### src/vgs_pkg.sv
package vgs_pkg;

   // Field widths.
   localparam int SAMPLE_W = 32;
   localparam int GAIN_W   = 17;
   localparam int INDEX_W  = 7;
   localparam int CSR_IDX_W  = 2;
   localparam int CSR_DATA_W = 7;

   // Volume writes clamp to the last entry of this range.
   localparam int TABLE_ENTRIES = 100;
   localparam int PRESET_COUNT  = 100;

   // Gain codes with special meaning.
   localparam logic [GAIN_W-1:0] UNITY_GAIN = 17'h0ffff;
   localparam logic [GAIN_W-1:0] ZERO_GAIN  = 17'h00000;

   // Reset values of the registers.
   localparam logic [INDEX_W-1:0] VOLUME_RESET  = 7'd79;
   localparam logic [INDEX_W-1:0] ZERO_DB_RESET = 7'd79;

   // Register indexes on the configuration port.
   localparam logic [CSR_IDX_W-1:0] CSR_VOLUME_INDEX  = 2'd0;
   localparam logic [CSR_IDX_W-1:0] CSR_ZERO_DB_INDEX = 2'd1;
   localparam logic [CSR_IDX_W-1:0] CSR_WIDTH_MODE    = 2'd2;

   // Saturation limits.
   localparam logic signed [32:0] SAT32_MAX = 33'sh0_7fff_ffff;
   localparam logic signed [32:0] SAT32_MIN = -33'sh1_0000_0000 + 33'sh0_8000_0000;

   // What the datapath does with a sample.
   typedef enum logic [1:0] {
      OP_ZERO,
      OP_PASS,
      OP_SCALE
   } gain_op_type;

   // Control decoded from the registers, passed to the datapath.
   typedef struct packed {
      gain_op_type       op;
      logic [GAIN_W-1:0] gain;
      logic              wide;
   } vgs_ctrl_type;

   // Preset dB gain table in unsigned 1.16 fixed point.
   localparam logic [GAIN_W-1:0] PRESET_GAINS [PRESET_COUNT] = '{
      17'h01027, 17'h010b9, 17'h01151, 17'h011ef, 17'h01292, 17'h0133b, 17'h013e9, 17'h0149e,
      17'h0155a, 17'h0161c, 17'h016e5, 17'h017b5, 17'h0188c, 17'h0196c, 17'h01a53, 17'h01b42,
      17'h01c3a, 17'h01d3a, 17'h01e44, 17'h01f57, 17'h02074, 17'h0219b, 17'h022cc, 17'h02408,
      17'h02550, 17'h026a3, 17'h02802, 17'h0296e, 17'h02ae7, 17'h02c6c, 17'h02e00, 17'h02fa2,
      17'h03153, 17'h03314, 17'h034e4, 17'h036c5, 17'h038b6, 17'h03aba, 17'h03cd0, 17'h03ef8,
      17'h04135, 17'h04385, 17'h045eb, 17'h04867, 17'h04af9, 17'h04da2, 17'h05064, 17'h0533e,
      17'h05633, 17'h05942, 17'h05c6e, 17'h05fb6, 17'h0631c, 17'h066a1, 17'h06a45, 17'h06e0b,
      17'h071f3, 17'h075ff, 17'h07a30, 17'h07e86, 17'h08304, 17'h087ab, 17'h08c7c, 17'h09179,
      17'h096a3, 17'h09bfc, 17'h0a186, 17'h0a742, 17'h0ad32, 17'h0b358, 17'h0b9b6, 17'h0c04e,
      17'h0c722, 17'h0ce34, 17'h0d586, 17'h0dd1b, 17'h0e4f5, 17'h0ed16, 17'h0f580, 17'h0ffff,
      17'h1073e, 17'h11097, 17'h11a45, 17'h1244a, 17'h12eab, 17'h1396a, 17'h1448a, 17'h15010,
      17'h15bfe, 17'h16859, 17'h17524, 17'h18264, 17'h1901c, 17'h19e50, 17'h1ad06, 17'h1bc41,
      17'h1cc07, 17'h1dc5c, 17'h1ed46, 17'h1fec9
   };

   // Table read; an index past the preset entries gives a zero gain.
   function automatic logic [GAIN_W-1:0] gain_lookup(input logic [INDEX_W-1:0] idx);
      logic [GAIN_W-1:0] g;
      g = ZERO_GAIN;
      if (int'(idx) < PRESET_COUNT) begin
         g = PRESET_GAINS[idx];
      end
      return g;
   endfunction

endpackage

### src/vgs_csr.sv
module vgs_csr
   import vgs_pkg::*;
(
   input  logic                  clock,
   input  logic                  reset,
   input  logic                  csr_we,
   input  logic [CSR_IDX_W-1:0]  csr_index,
   input  logic [CSR_DATA_W-1:0] csr_wdata,
   output vgs_ctrl_type          ctrl
);

   logic [INDEX_W-1:0] volume_ff, volume_in;
   logic [INDEX_W-1:0] zero_db_ff, zero_db_in;
   logic               wide_ff, wide_in;
   logic [INDEX_W-1:0] volume_clamped;
   logic [GAIN_W-1:0]  gain;

   // A volume write above the table range is stored as the last entry.
   always_comb begin
      volume_clamped = csr_wdata[INDEX_W-1:0];
      if (int'(csr_wdata[INDEX_W-1:0]) > TABLE_ENTRIES - 1) begin
         volume_clamped = INDEX_W'(TABLE_ENTRIES - 1);
      end
   end

   // Register write decode; unknown indexes are ignored.
   always_comb begin
      volume_in  = volume_ff;
      zero_db_in = zero_db_ff;
      wide_in    = wide_ff;
      if (csr_we) begin
         unique case (csr_index)
            CSR_VOLUME_INDEX:  volume_in  = volume_clamped;
            CSR_ZERO_DB_INDEX: zero_db_in = csr_wdata[INDEX_W-1:0];
            CSR_WIDTH_MODE:    wide_in    = csr_wdata[0];
            default: ;
         endcase
      end
   end

   always_ff @(posedge clock) begin
      if (reset) begin
         volume_ff  <= VOLUME_RESET;
         zero_db_ff <= ZERO_DB_RESET;
         wide_ff    <= 1'b0;
      end else begin
         volume_ff  <= volume_in;
         zero_db_ff <= zero_db_in;
         wide_ff    <= wide_in;
      end
   end

   // Mute wins over unity, unity over the table value.
   always_comb begin
      gain      = gain_lookup(volume_ff);
      ctrl.gain = gain;
      ctrl.wide = wide_ff;
      if (volume_ff == '0) begin
         ctrl.op = OP_ZERO;
      end else if (volume_ff == zero_db_ff) begin
         ctrl.op = OP_PASS;
      end else if (gain == ZERO_GAIN) begin
         ctrl.op = OP_ZERO;
      end else if (gain == UNITY_GAIN) begin
         ctrl.op = OP_PASS;
      end else begin
         ctrl.op = OP_SCALE;
      end
   end

endmodule

### src/vgs_scale.sv
module vgs_scale
   import vgs_pkg::*;
(
   input  vgs_ctrl_type                ctrl,
   input  logic signed [SAMPLE_W-1:0]  sample,
   output logic signed [SAMPLE_W-1:0]  result
);

   logic signed [SAMPLE_W-1:0] x;
   logic signed [GAIN_W:0]     gain_s;
   logic signed [49:0]         prod;
   logic signed [32:0]         q;
   logic signed [SAMPLE_W-1:0] sat;

   // In 16-bit mode only the low half of the sample counts.
   assign x = ctrl.wide ? sample : {{16{sample[15]}}, sample[15:0]};

   // Signed product; the arithmetic shift by 16 floors toward minus infinity.
   assign gain_s = $signed({1'b0, ctrl.gain});
   assign prod   = x * gain_s;
   assign q      = prod[48:16];

   // Saturate to the selected sample width.
   always_comb begin
      if (ctrl.wide) begin
         if (q > SAT32_MAX) begin
            sat = 32'sh7fff_ffff;
         end else if (q < SAT32_MIN) begin
            sat = 32'sh8000_0000;
         end else begin
            sat = q[31:0];
         end
      end else begin
         if (q[32:15] == '0 || q[32:15] == '1) begin
            sat = {{16{q[15]}}, q[15:0]};
         end else if (q[32]) begin
            sat = 32'shffff_8000;
         end else begin
            sat = 32'sh0000_7fff;
         end
      end
   end

   always_comb begin
      case (ctrl.op)
         OP_PASS:  result = x;
         OP_SCALE: result = sat;
         default:  result = '0;
      endcase
   end

endmodule

### src/audio_volume_gain_scaler.sv
// Channel   Direction  Handshake             Payload
// req       in         req_valid/req_stall   req_sample_in, req_last_in
// rsp       out        rsp_valid/rsp_stall   rsp_sample_out, rsp_last_out
// csr       in         csr_we                csr_index, csr_wdata
//
// One sample per cycle while rsp_stall is low; a sample passes the input register, then the result register, to rsp.
// The path from input register to result register holds one 32x18 multiply
// and the saturation compare.
// Reset clears both stage valids and loads the register defaults.
// rsp_stall backs up into req_stall only when both stages hold a sample.
module audio_volume_gain_scaler
   import vgs_pkg::*;
(
   input  logic                        clock,
   input  logic                        reset,
   input  logic                        req_valid,
   output logic                        req_stall,
   input  logic signed [SAMPLE_W-1:0]  req_sample_in,
   input  logic                        req_last_in,
   output logic                        rsp_valid,
   input  logic                        rsp_stall,
   output logic signed [SAMPLE_W-1:0]  rsp_sample_out,
   output logic                        rsp_last_out,
   input  logic                        csr_we,
   input  logic [CSR_IDX_W-1:0]        csr_index,
   input  logic [CSR_DATA_W-1:0]       csr_wdata
);

   vgs_ctrl_type ctrl;

   logic                       s1_valid_ff, s1_valid_in;
   logic signed [SAMPLE_W-1:0] s1_sample_ff;
   logic                       s1_last_ff;
   logic                       s2_valid_ff, s2_valid_in;
   logic signed [SAMPLE_W-1:0] s2_sample_ff;
   logic                       s2_last_ff;
   logic signed [SAMPLE_W-1:0] scaled;
   logic                       s1_take;
   logic                       s2_load;

   vgs_csr u_csr (
      .clock     (clock),
      .reset     (reset),
      .csr_we    (csr_we),
      .csr_index (csr_index),
      .csr_wdata (csr_wdata),
      .ctrl      (ctrl)
   );

   vgs_scale u_scale (
      .ctrl   (ctrl),
      .sample (s1_sample_ff),
      .result (scaled)
   );

   // The result stage loads when it is empty or its sample transfers out.
   assign s2_load   = s1_valid_ff && (!s2_valid_ff || !rsp_stall);
   assign req_stall = s1_valid_ff && !s2_load;
   assign s1_take   = req_valid && !req_stall;

   always_comb begin
      s1_valid_in = s1_take || (s1_valid_ff && !s2_load);
      s2_valid_in = s2_load || (s2_valid_ff && rsp_stall);
   end

   always_ff @(posedge clock) begin
      if (reset) begin
         s1_valid_ff <= 1'b0;
         s2_valid_ff <= 1'b0;
      end else begin
         s1_valid_ff <= s1_valid_in;
         s2_valid_ff <= s2_valid_in;
      end
   end

   // Payload registers.
   always_ff @(posedge clock) begin
      if (s1_take) begin
         s1_sample_ff <= req_sample_in;
         s1_last_ff   <= req_last_in;
      end
      if (s2_load) begin
         s2_sample_ff <= scaled;
         s2_last_ff   <= s1_last_ff;
      end
   end

   assign rsp_valid      = s2_valid_ff;
   assign rsp_sample_out = s2_sample_ff;
   assign rsp_last_out   = s2_last_ff;

endmodule

### config.mk
export PLATFORM = sky130hd
export DESIGN_NAME = audio_volume_gain_scaler
export DESIGN_NICKNAME = d
export VERILOG_FILES = /design/src/vgs_pkg.sv /design/src/vgs_csr.sv /design/src/vgs_scale.sv /design/src/audio_volume_gain_scaler.sv
export SDC_FILE = /design/constraint.sdc
export NUM_CORES = 2
export LEC_CHECK = 0
export ABC_AREA = 1
export BUFFER_PORTS_ARGS = -buffer_cell sky130_fd_sc_hd__buf_2
export CAP_MARGIN = 30
export CORE_MARGIN = 4
export CORE_UTILIZATION = 35
export DETAILED_ROUTE_END_ITERATION = 10
export GPL_TIMING_DRIVEN = 0
export SLEW_MARGIN = 10
export SYNTH_ARGS = -nofsm -noshare
export SYNTH_HDL_FRONTEND = slang
export SYNTH_HIERARCHICAL = 1
export SYNTH_SLANG_ARGS = --single-unit
### constraint.sdc
create_clock -name clock -period 10.6 [get_ports clock]
set_input_delay 0 -clock clock [delete_from_list [all_inputs] [get_ports clock]]
set_output_delay 0 -clock clock [all_outputs]
set_load 0.05 [all_outputs]
=== After elaboration in Yosys (flattened, before gate mapping) ===
Memories as Yosys holds them, arrays and structs flattened.
Cells that the tools add are included.

* Bits in registers: 83
* Memory bits (read-only): 2176
* Input port bits: 47
* Output and inout bits: 35
* Word-level logic and storage cells: 58
* Memories: 1

{| class="wikitable"
|+ Memory list
! memory !! words !! width !! read ports !! clocked after Yosys merged registers in !! wr ports !! RTL line !! RTL
|-
| (no name shown) || 128 || 17 || 1 || 0 || 0 || vgs_pkg.sv:67 || <nowiki>g = PRESET_GAINS[idx];</nowiki>
|}

* Multiply operators: 1
* Magnitude comparators: 5
* Equal/unequal tests: 7
* Multiplexer cells: 15
* Bitwise logic cells: 1
* Reductions and logical operators: 19

{| class="wikitable"
|+ Operators with widths
! operator !! number
|-
| $mux W32 || 6
|-
| $pmux W32 S2 || 1
|-
| $mux W17 || 3
|-
| $mul A32 B18 Y49 || 1
|-
| $gt A33 B32 Y1 const B || 1
|-
| $lt A33 B32 Y1 const B || 1
|-
| $eq A18 B18 Y1 const B || 1
|-
| $logic_not A18 Y1 || 1
|-
| $eq A17 B16 Y1 const B || 1
|-
| $logic_not A17 Y1 || 1
|-
| $ge A8 B8 Y1 const B || 1
|-
| $mux W2 || 4
|-
| $not A7 Y8 || 1
|-
| $eq A7 B7 Y1 || 1
|-
| $gt A7 B7 Y1 const B || 1
|-
| $logic_not A7 Y1 || 1
|-
| $lt A7 B7 Y1 const B || 1
|-
| $mux W7 || 1
|-
| $reduce_and A2 Y1 || 3
|-
| $eq A2 B1 Y1 const B || 2
|-
| $eq A2 B2 Y1 const B || 2
|-
| $logic_and A1 B1 Y1 || 4
|-
| $logic_not A1 Y1 || 4
|-
| $logic_or A1 B1 Y1 || 4
|-
| $logic_not A2 Y1 || 1
|}

=== Logic depth before layout (Yosys ltp) ===
* Depth after elaboration: 12
* Gate-level depth with buffers: 52
* Depth with buffers taken out: 48

=== Cells and area by module ===
The synthesis kept the hierarchy.

{| class="wikitable"
|+ By module, submodules not included
! module !! times used !! cells each !! area each (sq um) !! sequential area each (sq um)
|-
| vgs_scale || 1 || 3089 || 21664.5 || 0.0
|-
| vgs_csr || 1 || 606 || 3235.6 || 300.3
|-
| audio_volume_gain_scaler || 1 || 78 || 2073.2 || 2021.9
|}

=== Worst setup path after synthesis ===
OpenSTA, ideal clock, no wires.

* Path kind: register -> register
* Start: register u_csr.volume_ff[1]
* End: register s2_sample_ff[10] (netlist: rsp_sample_out[10]) (data pin)
* Library setup time: 275 ps
* Data arrival time: 7777 ps
* Required time: 10325 ps
* Slack: 2548 ps
* Stages on the path, launching flop included: 46
* Path buffers: 3
* Clock period less this slack: 8052 ps
* Path through: dfxtp_1 -> buf_4 -> inv_1 -> ha_1 -> inv_1 -> nand2_4 -> nand2_1 -> inv_1 -> a21oi_1 -> o21ai_0 -> nor2_1 -> nand2_1 -> inv_1 -> clkbuf_1 -> inv_1 -> nor2_1 -> inv_1 -> fa_1 -> (+10 left out) -> o21ai_0 -> a21oi_1 -> nand2_1 -> a21oi_1 -> nand2_1 -> nand2_1 -> nand2_1 -> nor2_1 -> nand2_1 -> nor2_2 -> nand3_2 -> nand2_4 -> buf_6 -> nand2_1 -> nand2_1 -> nand2_1 -> nand2_1 -> a21oi_2

{| class="wikitable"
|+ RTL lines
! item !! RTL line !! RTL
|-
| start: declaration || vgs_csr.sv:12 || <nowiki>logic [INDEX_W-1:0] volume_ff, volume_in;</nowiki>
|-
| start signal: assignment || vgs_csr.sv:47 || <nowiki>volume_ff <= volume_in;</nowiki>
|-
| end signal: assignment || audio_volume_gain_scaler.sv:83 || <nowiki>s2_sample_ff <= scaled;</nowiki>
|-
| end: declaration || audio_volume_gain_scaler.sv:35 || <nowiki>logic signed [SAMPLE_W-1:0] s2_sample_ff;</nowiki>
|}

==> results.sh <==
export IMPL_status="complete, no violations"
export IMPL_fin_ws_ns=0.467
export IMPL_clkTransAtPathRegs_ns=0.08
export IMPL_pre_cts_ws_ns=-0.101
export IMPL_cp_top_family="adder cells"
export IMPL_clock_fmax_ghz=0.0987
export IMPL_slew_headroom=0.332
export IMPL_syn2layout_area_growth_pct=9.86
export IMPL_antenna_found_initial=3
export IMPL_ys_seq_area_frac=0.0861
export IMPL_worstSetupPathType="flip-flop to flip-flop"
export IMPL_ys_ff_latch=83
export IMPL_crit_fanout=12
export IMPL_max_stage_delay_ns=0.88
export IMPL_setup_viol=0
export IMPL_cts_root_buffer="clkbuf_16"
export IMPL_fin_nets=4611
export IMPL_mostFrequentLayoutCell="inv_1"
export IMPL_slew_viol_final=0
export IMPL_syn_avg_cell_area_um2=7.15
export IMPL_arrival_ns=10.31
export IMPL_min_from="req_valid"
export IMPL_routabilityCongestion=0.997
export IMPL_mappedNetlistNets=4466
export IMPL_setup_tns_final_ns=0
export IMPL_finalHoldViolations=0
export IMPL_hold_depth=3
export IMPL_io_pins=82
export IMPL_dp_hpwl_um=80600
export IMPL_dr_pass1_iters=5
export IMPL_reg2reg_slack_ns=0.47
export IMPL_drc=0
export IMPL_fin_crit_sh=0.956
export IMPL_grt_max_degree=20
export IMPL_synth_async_reset_ratio=0
export IMPL_slowest_stage="fa_2"
export IMPL_clkSinkCount=83
export IMPL_insertion_delay_ns=0.40
export IMPL_wirelength_um=97500
export IMPL_hold_path_class="primary input to flip-flop"
export IMPL_fin_worst_skew_ns=0.0111
export IMPL_start_util=0.354
export IMPL_wire_per_inst_um=19.7
export IMPL_whs_endpoint="s1_last_ff"
export IMPL_r2r_end="rsp_sample_out[13]"
export IMPL_rows=101
export IMPL_cts_tree="yes"
export IMPL_maxCapViolCount=0
export IMPL_cp_data_required_time_ns=10.78
export IMPL_reg2reg_depth=35
export IMPL_startpoint_type="flip-flop"
export IMPL_h_tree_depth=3
export IMPL_min_period_ns=10.13
export IMPL_worst_pin_slew_ns=1.00
export IMPL_syn_inst=3773
export IMPL_gr_usage_all_layers=0.242
export IMPL_die_h_um=286
export IMPL_syn_area_mm2=0.0270
export IMPL_rr_startpoint="u_csr/volume_ff[1]"
export IMPL_cp_common_cell="nand2_1"
export IMPL_ys_flop_type="edfxtp_1"
export IMPL_numCtsBuffers=9
export IMPL_critPathBufInv=10
export IMPL_grt_pass1_vias=24813
export IMPL_ys_warn_count=6
export IMPL_dieArea_mm2=0.0816
export IMPL_most_common_layout_cells="1012 x inv_1, 1008 x nand2_1, 513 x fa_1, 330 x nor2_1, 143 x nand3_1"
export IMPL_port_buffers=81
export IMPL_vias_per_cell=4.87
export IMPL_synth_distinct_cells=51
export IMPL_clock_path_buffers=2
export IMPL_core_area_mm2=0.0762
export IMPL_grt_pass1_wl_um=150000
export IMPL_layout_drive_gt1_share=0.0627
export IMPL_drt_iter0_markers=1914
export IMPL_crit_path_end_kind="flip-flop"
export IMPL_die_w_um=286
export IMPL_drtAntennaViolNets=0
export IMPL_vias=24134
export IMPL_synth_edff_count=66
export IMPL_overflow=0
==> tightest hold or removal path, cell delays in order <==
cell,delay [ns]
buf_2,0.10
nand2_1,0.07
inv_2,0.20
==> cells in the mapped netlist (6+ instances only) <==
master / instances / area, um^2
inv_1: 1019 / 3820
nand2_1: 1008 / 3780
fa_1: 514 / 10300
nor2_1: 331 / 1240
nand3_1: 143 / 716
ha_1: 132 / 1650
a21oi_1: 107 / 536
clkbuf_1: 95 / 357
o21ai_0: 71 / 355
edfxtp_1: 66 / 1980
o21ai_1: 27 / 135
nand4_1: 23 / 144
xor2_1: 19 / 166
dfxtp_1: 17 / 340
xnor2_1: 17 / 149
buf_1: 16 / 60.1
nand2_2: 16 / 100
nor2_2: 15 / 93.8
a21oi_2: 14 / 123
buf_6: 13 / 146
buf_4: 11 / 82.6
clkinv_1: 11 / 41.3
inv_2: 11 / 41.3
buf_2: 10 / 50.1
o21bai_1: 9 / 67.6
nand3_2: 6 / 60.1
o211ai_1: 6 / 45.0
==> per-stage QoR <==
stage	instance area [um^2]	util	hold slack, ns	std cells
after floorplan	27000	-	0.0624	3773
after global placement	28700	0.376	0.177	4884
after detailed placement	28700	0.377	0.178	4887
after CTS	29500	0.388	0.239	4952
after global routing	29600	0.389	0.274	4953
final	29600	0.389	0.228	4955
==> metal layers <==
metal,global-route usage,part of all wire,vias to the layer above
met2,0.401,0.46,1022
li1,-,-,11163
met4,0.101,0.048,0
met5,0,0,-
met3,0.0261,0.070,204
met1,0.324,0.42,11745
==> how the worst max path moves through the flow <==
stage / startpoint / end / slack, ns / depth (start not counted)
after floorplan: u_csr/volume_ff[1] / rsp_sample_out[10] / 2.55 / 45
after global placement: u_csr/volume_ff[0] / rsp_sample_out[19] / -0.24 / 37
after detailed placement: u_csr/volume_ff[1] / rsp_sample_out[19] / -0.10 / 38
after CTS: u_csr/wide_ff / rsp_sample_out[19] / 0.07 / 33
after global routing: u_csr/volume_ff[1] / rsp_sample_out[1] / -0.02 / 41
final: u_csr/volume_ff[1] / rsp_sample_out[13] / 0.47 / 35
==> flip-flops by register name, summed over array words and instances (netlist names) <==
register / cells
s1_valid_ff: 1
u_csr/zero_db_ff: 7
rsp_last_out: 1
rsp_valid: 1
u_csr/volume_ff: 7
s1_last_ff: 1
u_csr/wide_ff: 1
rsp_sample_out: 32
s1_sample_ff: 32
==> area by class of cell <==
type | count | area [um^2]
sequential | 83 | 2320
buffer | 140 | 703
clock inverter | 6 | 52.6
clock buffer | 10 | 250
inverter | 1043 | 3950
antenna | 2 | 5.00
timing repair buffer | 140 | 1020
tap | 1030 | 1290
multi-input combinational | 2501 | 20000
fill | 8139 | 46600
==> repair_timing <==
item	4_1_cts	5_1_grt
setup endpoints to repair	20	31
buffers inserted	0	7
hold buffers	49	0
gates resized for setup	2	32
endpoints found under the hold margin	51	0
==> cell families after synthesis <==
kind of cell	synth area share
buffers and inverters	0.172
and+or+nand+nor	0.236
xor gates and xnor gates	0.0123
adders and majority gates	0.443
DFF	0.0861
AOI/OAI and AO/OA	0.0512
Power is not shown: default switching activity piles up to over one toggle a cycle in this logic, so the estimate is an artifact.
